### src/rmr_pkg.sv
// Shared types and constants for the row max-metric resampler.
// Used by every module of the block; depends on nothing.
package rmr_pkg;

	localparam int CFG_W     = 13;
	localparam int CFG_IDX_W = 1;
	localparam int CH_W      = 8;
	localparam int METRIC_W  = 10;

	typedef enum logic [CFG_IDX_W-1:0] {
		REG_IN_WIDTH  = 1'b0,
		REG_OUT_WIDTH = 1'b1
	} cfg_reg_t;

	typedef struct packed {
		logic [CH_W-1:0] r;
		logic [CH_W-1:0] g;
		logic [CH_W-1:0] b;
		logic [CH_W-1:0] a;
	} pixel_t;

	typedef struct packed {
		logic [CFG_W-1:0] in_width;
		logic [CFG_W-1:0] out_width;
		logic             bad;
		logic             restart;
	} cfg_t;

	typedef struct packed {
		pixel_t pix;
		logic   last_of_run;
		logic   row_done;
		logic   config_error;
	} result_t;

endpackage

### src/row_max_metric_resampler_unit.sv
// Row max-metric resampler: resizes RGBA rows from in_width to out_width
// pixels, keeping the brightest pixel of each window.
// Depends on rmr_pkg, rmr_cfg_regs, rmr_window_engine and rmr_out_reg.
//
// Usage:
//  - Input channel (in_valid/in_stall) takes one pixel per transaction, rows
//    left to right. Output channel (out_valid/out_stall) gives result pixels.
//  - A pixel sits in the input register and yields zero to MAX_UPSCALE
//    results, one per cycle through the single result port unless the
//    output stalls. Downscaling or 1:1 sustains one pixel per cycle unless
//    the output stalls; a pixel that closes more than one window holds the
//    input until its last result is taken.
//  - A pixel's first result passes the input, then the output register.
//  - A stalled output holds its transaction; the engine waits and the input
//    register fills, after which in_stall rises.
//  - Writing either width register restarts the row. Write only when idle.
//  - A bad configuration gives one result per pixel with config_error set.
//  - Reset empties both registers, sets both widths to 1 and starts a new row.
module row_max_metric_resampler_unit #(
	parameter int MAX_WIDTH   = 4096,
	parameter int MAX_UPSCALE = 16
) (
	input  logic                          clk,
	input  logic                          arst_n,
	input  logic                          cfg_we,
	input  logic [rmr_pkg::CFG_IDX_W-1:0] cfg_index,
	input  logic [rmr_pkg::CFG_W-1:0]     cfg_data,
	input  logic                          in_valid,
	output logic                          in_stall,
	input  logic [rmr_pkg::CH_W-1:0]      red,
	input  logic [rmr_pkg::CH_W-1:0]      green,
	input  logic [rmr_pkg::CH_W-1:0]      blue,
	input  logic [rmr_pkg::CH_W-1:0]      alpha,
	output logic                          out_valid,
	input  logic                          out_stall,
	output logic [rmr_pkg::CH_W-1:0]      out_red,
	output logic [rmr_pkg::CH_W-1:0]      out_green,
	output logic [rmr_pkg::CH_W-1:0]      out_blue,
	output logic [rmr_pkg::CH_W-1:0]      out_alpha,
	output logic                          last_of_run,
	output logic                          row_done,
	output logic                          config_error
);
	import rmr_pkg::*;

	cfg_t    cfg;
	logic    valid_s1;
	pixel_t  pix_s1;
	logic    accept;
	logic    item_done;
	logic    res_valid;
	result_t res;
	logic    out_ready;
	result_t out_q;

	rmr_cfg_regs #(
		.MAX_WIDTH   (MAX_WIDTH),
		.MAX_UPSCALE (MAX_UPSCALE)
	) u_cfg (
		.clk       (clk),
		.arst_n    (arst_n),
		.cfg_we    (cfg_we),
		.cfg_index (cfg_index),
		.cfg_data  (cfg_data),
		.cfg       (cfg)
	);

	assign in_stall = valid_s1 && !item_done;
	assign accept   = in_valid && !in_stall;

	always_ff @(posedge clk or negedge arst_n) begin
		if (!arst_n) begin
			valid_s1 <= 1'b0;
		end else if (accept) begin
			valid_s1 <= 1'b1;
		end else if (item_done) begin
			valid_s1 <= 1'b0;
		end
	end

	always_ff @(posedge clk) begin
		if (accept) begin
			pix_s1 <= '{r: red, g: green, b: blue, a: alpha};
		end
	end

	rmr_window_engine #(
		.MAX_WIDTH   (MAX_WIDTH),
		.MAX_UPSCALE (MAX_UPSCALE)
	) u_engine (
		.clk        (clk),
		.arst_n     (arst_n),
		.cfg        (cfg),
		.item_valid (valid_s1),
		.item_pix   (pix_s1),
		.out_ready  (out_ready),
		.res_valid  (res_valid),
		.res        (res),
		.item_done  (item_done)
	);

	rmr_out_reg u_out (
		.clk    (clk),
		.arst_n (arst_n),
		.load   (res_valid),
		.d      (res),
		.stall  (out_stall),
		.ready  (out_ready),
		.valid  (out_valid),
		.q      (out_q)
	);

	assign out_red      = out_q.pix.r;
	assign out_green    = out_q.pix.g;
	assign out_blue     = out_q.pix.b;
	assign out_alpha    = out_q.pix.a;
	assign last_of_run  = out_q.last_of_run;
	assign row_done     = out_q.row_done;
	assign config_error = out_q.config_error;

`ifndef SYNTHESIS
	a_err_result: assert property (@(posedge clk) disable iff (!arst_n)
		out_valid && config_error |-> last_of_run && !row_done &&
		out_red == '0 && out_green == '0 && out_blue == '0 && out_alpha == '0)
		else $error("error result carries pixel data or wrong flags");

	a_no_drop: assert property (@(posedge clk) disable iff (!arst_n)
		res_valid |-> out_ready && valid_s1)
		else $error("result produced while output register is full or no pixel held");

	a_done_held: assert property (@(posedge clk) disable iff (!arst_n)
		item_done |-> valid_s1)
		else $error("pixel retired from an empty input register");

	a_accept_fills: assert property (@(posedge clk) disable iff (!arst_n)
		accept |=> valid_s1)
		else $error("accepted pixel lost from input register");
`endif

endmodule

### src/rmr_cfg_regs.sv
// Width registers and configuration check for the row resampler.
// Depends on rmr_pkg.
module rmr_cfg_regs #(
	parameter int MAX_WIDTH   = 4096,
	parameter int MAX_UPSCALE = 16
) (
	input  logic                           clk,
	input  logic                           arst_n,
	input  logic                           cfg_we,
	input  logic [rmr_pkg::CFG_IDX_W-1:0]  cfg_index,
	input  logic [rmr_pkg::CFG_W-1:0]      cfg_data,
	output rmr_pkg::cfg_t                  cfg
);
	import rmr_pkg::*;

	logic [CFG_W-1:0] in_width_q;
	logic [CFG_W-1:0] out_width_q;
	logic [31:0]      iw_ext;
	logic [31:0]      ow_ext;
	logic [31:0]      iw_scaled;

	always_ff @(posedge clk or negedge arst_n) begin
		if (!arst_n) begin
			in_width_q  <= CFG_W'(1);
			out_width_q <= CFG_W'(1);
		end else if (cfg_we) begin
			case (cfg_reg_t'(cfg_index))
				REG_IN_WIDTH:  in_width_q  <= cfg_data;
				REG_OUT_WIDTH: out_width_q <= cfg_data;
				default: ;
			endcase
		end
	end

	assign iw_ext    = 32'(in_width_q);
	assign ow_ext    = 32'(out_width_q);
	assign iw_scaled = iw_ext * 32'(MAX_UPSCALE);

	always_comb begin
		cfg.in_width  = in_width_q;
		cfg.out_width = out_width_q;
		cfg.restart   = cfg_we;
		cfg.bad       = (iw_ext == 32'd0) || (ow_ext == 32'd0) ||
		                (iw_ext > 32'(MAX_WIDTH)) || (ow_ext > 32'(MAX_WIDTH)) ||
		                (ow_ext > iw_scaled);
	end

endmodule

### src/rmr_window_engine.sv
// Window tracking and max-metric selection, one result per cycle while the output register is ready.
// Holds the row position state; depends on rmr_pkg.
module rmr_window_engine #(
	parameter int MAX_WIDTH   = 4096,
	parameter int MAX_UPSCALE = 16
) (
	input  logic             clk,
	input  logic             arst_n,
	input  rmr_pkg::cfg_t    cfg,
	input  logic             item_valid,
	input  rmr_pkg::pixel_t  item_pix,
	input  logic             out_ready,
	output logic             res_valid,
	output rmr_pkg::result_t res,
	output logic             item_done
);
	import rmr_pkg::*;

	localparam int CFG_MAX = (1 << CFG_W) - 1;
	localparam int LIM     = (MAX_WIDTH < CFG_MAX) ? MAX_WIDTH : CFG_MAX;
	localparam int CNT_W   = $clog2(LIM + 1);
	localparam int ACC_W   = 2 * CNT_W + 1;
	localparam int RUN_W   = $clog2(MAX_UPSCALE + 1);

	logic [CNT_W-1:0]    in_col_q;
	logic [CNT_W-1:0]    out_col_q;
	logic [ACC_W-1:0]    in_acc_q;
	logic [ACC_W-1:0]    out_acc_q;
	logic [METRIC_W-1:0] best_metric_q;
	pixel_t              best_pix_q;
	logic                win_open_q;
	logic [RUN_W-1:0]    run_q;

	logic [CNT_W-1:0]    iw_c;
	logic [CNT_W-1:0]    ow_c;
	logic [ACC_W-1:0]    iw_a;
	logic [ACC_W-1:0]    ow_a;
	logic [ACC_W-1:0]    cur1;
	logic [ACC_W-1:0]    cur2;
	logic [ACC_W-1:0]    jn;
	logic [ACC_W-1:0]    jn2;
	logic [METRIC_W-1:0] metric;
	logic [CNT_W-1:0]    out_col_inc;
	logic [CNT_W-1:0]    in_col_inc;
	logic [RUN_W-1:0]    run_inc;
	logic                active;
	logic                reach;
	logic                take;
	logic                want_emit;
	logic                more;
	logic                emit_fire;
	logic                upd_fire;
	logic                row_end;

	assign iw_c = cfg.in_width[CNT_W-1:0];
	assign ow_c = cfg.out_width[CNT_W-1:0];
	assign iw_a = ACC_W'(iw_c);
	assign ow_a = ACC_W'(ow_c);

	// cur1/cur2: right edges of this column and the next, scaled by out_width
	assign cur1 = in_acc_q + ow_a;
	assign cur2 = in_acc_q + (ow_a << 1);
	assign jn   = out_acc_q + iw_a;
	assign jn2  = out_acc_q + (iw_a << 1);

	assign metric = METRIC_W'(item_pix.r) + METRIC_W'(item_pix.g) + METRIC_W'(item_pix.b);

	assign out_col_inc = out_col_q + CNT_W'(1);
	assign in_col_inc  = in_col_q + CNT_W'(1);
	assign run_inc     = run_q + RUN_W'(1);

	assign active    = (out_col_q < ow_c) && (run_q < RUN_W'(MAX_UPSCALE)) && (out_acc_q < cur1);
	assign reach     = jn >= cur1;
	assign take      = !win_open_q || (metric > best_metric_q);
	assign want_emit = active && !(reach && (jn >= cur2));
	// another window closes on this same pixel
	assign more      = (out_col_inc < ow_c) && (run_inc < RUN_W'(MAX_UPSCALE)) &&
	                   (jn < cur1) && (jn2 < cur2);

	always_comb begin
		res_valid = 1'b0;
		item_done = 1'b0;
		if (item_valid) begin
			if (cfg.bad) begin
				res_valid = out_ready;
				item_done = out_ready;
			end else if (want_emit) begin
				res_valid = out_ready;
				item_done = out_ready && !more;
			end else begin
				item_done = 1'b1;
			end
		end
	end

	assign emit_fire = item_valid && !cfg.bad && want_emit && out_ready;
	assign upd_fire  = item_valid && !cfg.bad && active && reach && take &&
	                   (emit_fire || !want_emit);
	assign row_end   = in_col_inc >= iw_c;

	always_comb begin
		res.pix          = '0;
		res.last_of_run  = 1'b1;
		res.row_done     = 1'b0;
		res.config_error = cfg.bad;
		if (!cfg.bad) begin
			res.pix         = (reach && !take) ? best_pix_q : item_pix;
			res.last_of_run = !more;
			res.row_done    = out_col_inc == ow_c;
		end
	end

	always_ff @(posedge clk or negedge arst_n) begin
		if (!arst_n) begin
			in_col_q      <= '0;
			out_col_q     <= '0;
			in_acc_q      <= '0;
			out_acc_q     <= '0;
			best_metric_q <= '0;
			best_pix_q    <= '0;
			win_open_q    <= 1'b0;
			run_q         <= '0;
		end else if (cfg.restart) begin
			in_col_q      <= '0;
			out_col_q     <= '0;
			in_acc_q      <= '0;
			out_acc_q     <= '0;
			best_metric_q <= '0;
			best_pix_q    <= '0;
			win_open_q    <= 1'b0;
			run_q         <= '0;
		end else if (item_valid && !cfg.bad) begin
			if (item_done && row_end) begin
				in_col_q      <= '0;
				out_col_q     <= '0;
				in_acc_q      <= '0;
				out_acc_q     <= '0;
				best_metric_q <= '0;
				best_pix_q    <= '0;
				win_open_q    <= 1'b0;
				run_q         <= '0;
			end else begin
				if (upd_fire) begin
					best_pix_q <= item_pix;
				end
				if (emit_fire) begin
					out_col_q     <= out_col_inc;
					out_acc_q     <= jn;
					win_open_q    <= 1'b0;
					best_metric_q <= '0;
				end else if (upd_fire) begin
					best_metric_q <= metric;
					win_open_q    <= 1'b1;
				end
				if (item_done) begin
					run_q    <= '0;
					in_col_q <= in_col_inc;
					in_acc_q <= cur1;
				end else if (emit_fire) begin
					run_q <= run_inc;
				end
			end
		end
	end

endmodule

### src/rmr_out_reg.sv
// Output register of the row resampler: holds one result transaction.
// Depends on rmr_pkg.
module rmr_out_reg (
	input  logic             clk,
	input  logic             arst_n,
	input  logic             load,
	input  rmr_pkg::result_t d,
	input  logic             stall,
	output logic             ready,
	output logic             valid,
	output rmr_pkg::result_t q
);
	import rmr_pkg::*;

	logic    valid_q;
	result_t data_q;

	assign ready = !valid_q || !stall;

	always_ff @(posedge clk or negedge arst_n) begin
		if (!arst_n) begin
			valid_q <= 1'b0;
		end else if (ready) begin
			valid_q <= load;
		end
	end

	always_ff @(posedge clk) begin
		if (ready && load) begin
			data_q <= d;
		end
	end

	assign valid = valid_q;
	assign q     = data_q;

endmodule

### config.mk
export PLATFORM = sky130hd
export DESIGN_NAME = row_max_metric_resampler_unit
export DESIGN_NICKNAME = d
export VERILOG_FILES = /design/src/rmr_pkg.sv /design/src/row_max_metric_resampler_unit.sv /design/src/rmr_cfg_regs.sv /design/src/rmr_window_engine.sv /design/src/rmr_out_reg.sv
export SDC_FILE = /design/constraint.sdc
export NUM_CORES = 1
export LEC_CHECK = 0
export BUFFER_PORTS_ARGS = -buffer_cell sky130_fd_sc_hd__buf_2
export CORE_MARGIN = 2
export CORE_UTILIZATION = 45
export DETAILED_ROUTE_END_ITERATION = 7
export PLACE_DENSITY = 0.7
export SKIP_LAST_GASP = 1
export SLEW_MARGIN = 20
export SYNTH_ARGS = -nofsm -noshare
export SYNTH_HDL_FRONTEND = slang
export SYNTH_SLANG_ARGS = --single-unit
### constraint.sdc
create_clock -name clk -period 8.78 [get_ports clk]
set_clock_uncertainty 0.1 [all_clocks]
set_input_delay 0.878 -clock clk [delete_from_list [all_inputs] [get_ports clk]]
set_output_delay 0.878 -clock clk [all_outputs]
set_load 0.005 [all_outputs]
==> reports/qor_table.md <==
| Metric | Value |
| --- | --- |
| Layout net count | 2073 |
| Vias per std cell | 6.024 |
| Post-synthesis instance area | 0.01685 mm2 |
| Total track usage | 24.87% |
| Worst path slowest cell | sky130_fd_sc_hd__o41ai_1 |
| Kind of start point of the critical path | register |
| Peak clock frequency supported by timing | 128.0 MHz |
| Total via count after detailed routing | 13710 |
| Share of synthesized registers carrying an async set or reset | 69.96% |
| Power dissipated by switching net loads | 3278 uW |
| Final cycle utilization of the critical path | 88.95% |
| Final slew viol count | 0 |
| Number of fill cells | 3363 |
| Final setup TNS | 0 ns |
| Arrival @ worst endpoint | 6.83 ns |
| Count of input and output buffers | 87 |
| Fin crit period | 7.810 ns |
| Synth-to-Final Area Change | 10.16% |
| Type of the setup path with the least slack | register to output port |
| Seq/Total Area, Yosys | 35.12% |
| Count of max-cap constraint violations | 0 |
| Worst Setup End Kind | output port |
| Vias in the first global route | 13620 |
| Clock insertion delay at the later pin of the skew report | 0.56 ns |
| Leading cell types in the layout, fill and taps excluded | sky130_fd_sc_hd__ha_1, sky130_fd_sc_hd__dfrtp_1, sky130_fd_sc_hd__nand2_1 |
| Delay of the slowest cell on the worst path | 0.88 ns |
| Number of buffers inserted during clock tree synthesis | 26 |
| Final Wtd Congestion | 0.9601 |
| Post-synth EDFFs | 67 |
| Int Power | 3732 uW |
| Starting utilization of the core area | 45.82% |
| Area inside the core boundary | 0.03679 mm2 |
| Final HPWL from detailed placement | 36640 um |
| CTS hold repair buffers | 0 |
| Min-delay worst type | input pin to async pin |
| Unrepaired setup endpoints after global routing | false |
| Wirelength, routed | 47530 um |
| Number of instances in the synthesized netlist | 1720 |
| X dimension of the die | 197.5 um |
| Ys flop type | sky130_fd_sc_hd__dfrtp_1 |
| I/O Pins | 88 |
| Post-CTS Setup Bufs | 0 |
| Number of violations reported at the end of detailed-routing iteration 0 | 1123 |
| Category of cells accounting for the largest share of critical-path delay | compound AO/OA/AOI/OAI gates |
| Fraction of final layout cells with drive strength greater than 1 | 10.79% |
| Synth warn | 0 |
| Clock slew at the register clock pins of the worst setup and hold paths | 0.06 ns |
| Combinational group share of total power | 59.5% |
| Number of cells upsized or downsized after cts | 0 |
| Hold Fails Final Rpt | 0 |
| TritonCTS Sinks | 223 |
| Vertical die dimension | 197.5 um |
| Initial antenna violation count | 1 |
| Multi-input gate area | 0.01031 mm2 |
| Routed length per placed instance | 20.88 um |
| Post-route DRC | 0 |
| Worst slew pin tran | 1.100 ns |
| First-pass GRT wire length | 75840 um |
| Die Outline Area | 0.03902 mm2 |
| First-pass DRT Iterations | 5 |
| Register share of total power | 25.0% |
| Final setup viols | 0 |
| Status | complete, no violations |
| Buffer type at the clock tree root | sky130_fd_sc_hd__clkbuf_16 |
| Mapped Avg Cell Area | 9.799 um2 |
| Cell Pwr Density | 377.6 mW/mm2 |
| Library cell occupying the most area in the post-synthesis netlist | sky130_fd_sc_hd__dfrtp_1 |
| CTS tree | done |
| Leading post-synthesis cells by cell area | sky130_fd_sc_hd__dfrtp_1, sky130_fd_sc_hd__ha_1, sky130_fd_sc_hd__edfxtp_1, sky130_fd_sc_hd__xnor2_1, sky130_fd_sc_hd__a22o_1 |
| Most frequent cell on the critical path | sky130_fd_sc_hd__o21ai_0 |
| Overall overflow remaining after global route | 0 |
| Placed standard-cell area | 0.01772 mm2 |
| Power share of the clock group | 15.5% |
| Max Root-Sink Buffers | 3 |
| Row count | 70 |
| Flip-flop and latch count after synthesis | 223 |
| Antenna Nets Post-Route | 0 |
| Yosys top cell area share | 22.87% |
| Largest fanout on the critical path | 6 |
| Final cell area excluding filler cells | 0.01857 mm2 |
| Number of distinct standard cells referenced by the synthesized netlist | 79 |
| Buffers and inverters on the worst path | 3 |
| Peak supply drop | 0.2556 mV |
| Leakage component of the power | 0.008746 uW |
| Headroom to the max-slew limit | 26.33% |
| Largest net degree at the start of global routing | 98 |
| Clock H-tree levels | 1 |
| Most common cell after layout, fill and taps aside | sky130_fd_sc_hd__ha_1 |
| Req. time, crit path | 7.80 ns |
| Total nets after synthesis | 2006 |
| Post-layout total power | 7010 uW |
| Fraction of power spent switching nets | 46.76% |
| Combined flip-flop and latch cell area | 0.005918 mm2 |
==> worst paths after layout <==
kind	slack (ns)	startpoint	end	depth (start not counted)
max in group asynchronous	6.89	arst_n	u_engine.out_col_q[1]$_DFFE_PN0P_	2
worst max-delay path	0.97	u_cfg.out_width_q[0]$_DFFE_PN1P_	in_stall	28
worst min-delay path	0.28	arst_n	u_engine.best_pix_q[31]$_DFFE_PN0P_	1
min in group clk	0.39	blue[1]	pix_s1[9]$_DFFE_PP_	1
worst min register to register	0.39	pix_s1[4]$_DFFE_PP_	u_engine.best_pix_q[4]$_DFFE_PN0P_	1
worst max register to register	1.31	u_cfg.out_width_q[0]$_DFFE_PN1P_	u_engine.out_acc_q[12]$_DFFE_PN0P_	29
==> synth_stat cells (all sizes together), types with 5 or more instances <==
master and count:
and2 8, o2111ai 6, o211ai 14, edfxtp 67, inv 96, ha 229, a21boi 6, nor3 17
and3 25, nand3 51, nor2b 32, buf 37, nor2 91, o21bai 20, mux2i 46, clkbuf 25
nand2 117, and4 8, a211oi 13, xor2 49, a2111oi 7, o31ai 7, a22o 65, xnor2 84
a2bb2oi 6, nand2b 22, mux2 15, a21o 46, o211a 16, dfrtp 154, o21ai 105, fa 6
or2 5, o22ai 8, o21a 15, nor3b 5, a21oi 111, nor4 13, a31oi 9, nand4 25
a211o 9
==> through the flow <==
step	std cells	worst slack, ns	hold WS [ns]	utilization, %
finish	2276	0.9704	0.2848	50.47
CTS	2275	1.014	0.3598	50.47
floorplan	1720	1.811	0.3640	-
detailed placement	2227	1.422	0.3819	48.18
global route	2275	0.4590	0.3671	50.47
global placement	2227	1.584	0.3729	48.17
==> metal layers <==
layer	wire length (um)	GRT usage [%]
met1	22350	36.57
met2	20130	36.96
met3	3625	4.490
met4	1419	7.797
met5	0	0
==> cell type report <==
class                           count  share of cell area, %
Multi-Input combinational cell   1339                  55.54
Sequential cell                   223                  31.88
Clock buffer                       31                  3.659
Tap cell                          468                  3.154
Timing Repair Buffer              101                  2.945
Inverter                           96                  1.941
Clock inverter                     17                 0.8693
Antenna cell                        1                0.01348
==> flip-flops by register name, summed over array words and instances (netlist names) <==
name,flops
u_engine.in_col_q,13
pix_s1,32
u_out.q,35
u_engine.best_pix_q,32
u_out.valid,1
u_cfg.in_width_q,13
u_engine.best_metric_q,10
u_engine.out_col_q,13
u_cfg.out_width_q,13
u_engine.out_acc_q,27
u_engine.in_acc_q,27
u_engine.win_open_q,1
valid_s1,1
u_engine.run_q,5
==> worst register-to-register path, delay by kind of cell (launching register included) <==
family          cells  cell delay (ns)
simple gates        8             1.84
xor+xnor            1             0.29
flops               1             0.42
buf+inv             3             0.67
fa+ha+maj           3             0.76
compound gates     13             3.09
mux                 1             0.24
==> power groups by stage <==
stage	Combinational (uW)	Clock, uW	Sequential, uW
6_report	4170	1080	1760
5_1_grt	4670	1150	1790
3_5_place_dp	4100	0	1760
2_1_floorplan	3020	0	1630
4_1_cts	4120	1110	1750
3_3_place_gp	3960	0	1750
==> cells by family (layout without fill, tap and decap cells) <==
family | after synthesis | after routing | share of synthesized area [%]
AO/OA/AOI/OAI | 478 | 478 | 19.44
AND/OR/NAND/NOR | 429 | 429 | 12.89
adder cells (fa/ha/maj) | 238 | 238 | 17.90
flip-flops | 223 | 223 | 35.12
buffers and inverters | 158 | 245 | 4.016
XOR/XNOR | 133 | 133 | 6.912
multiplexers | 61 | 61 | 3.734
other | 0 | 1 | 0
No activity file was read; power rests on OpenSTA's default activity.
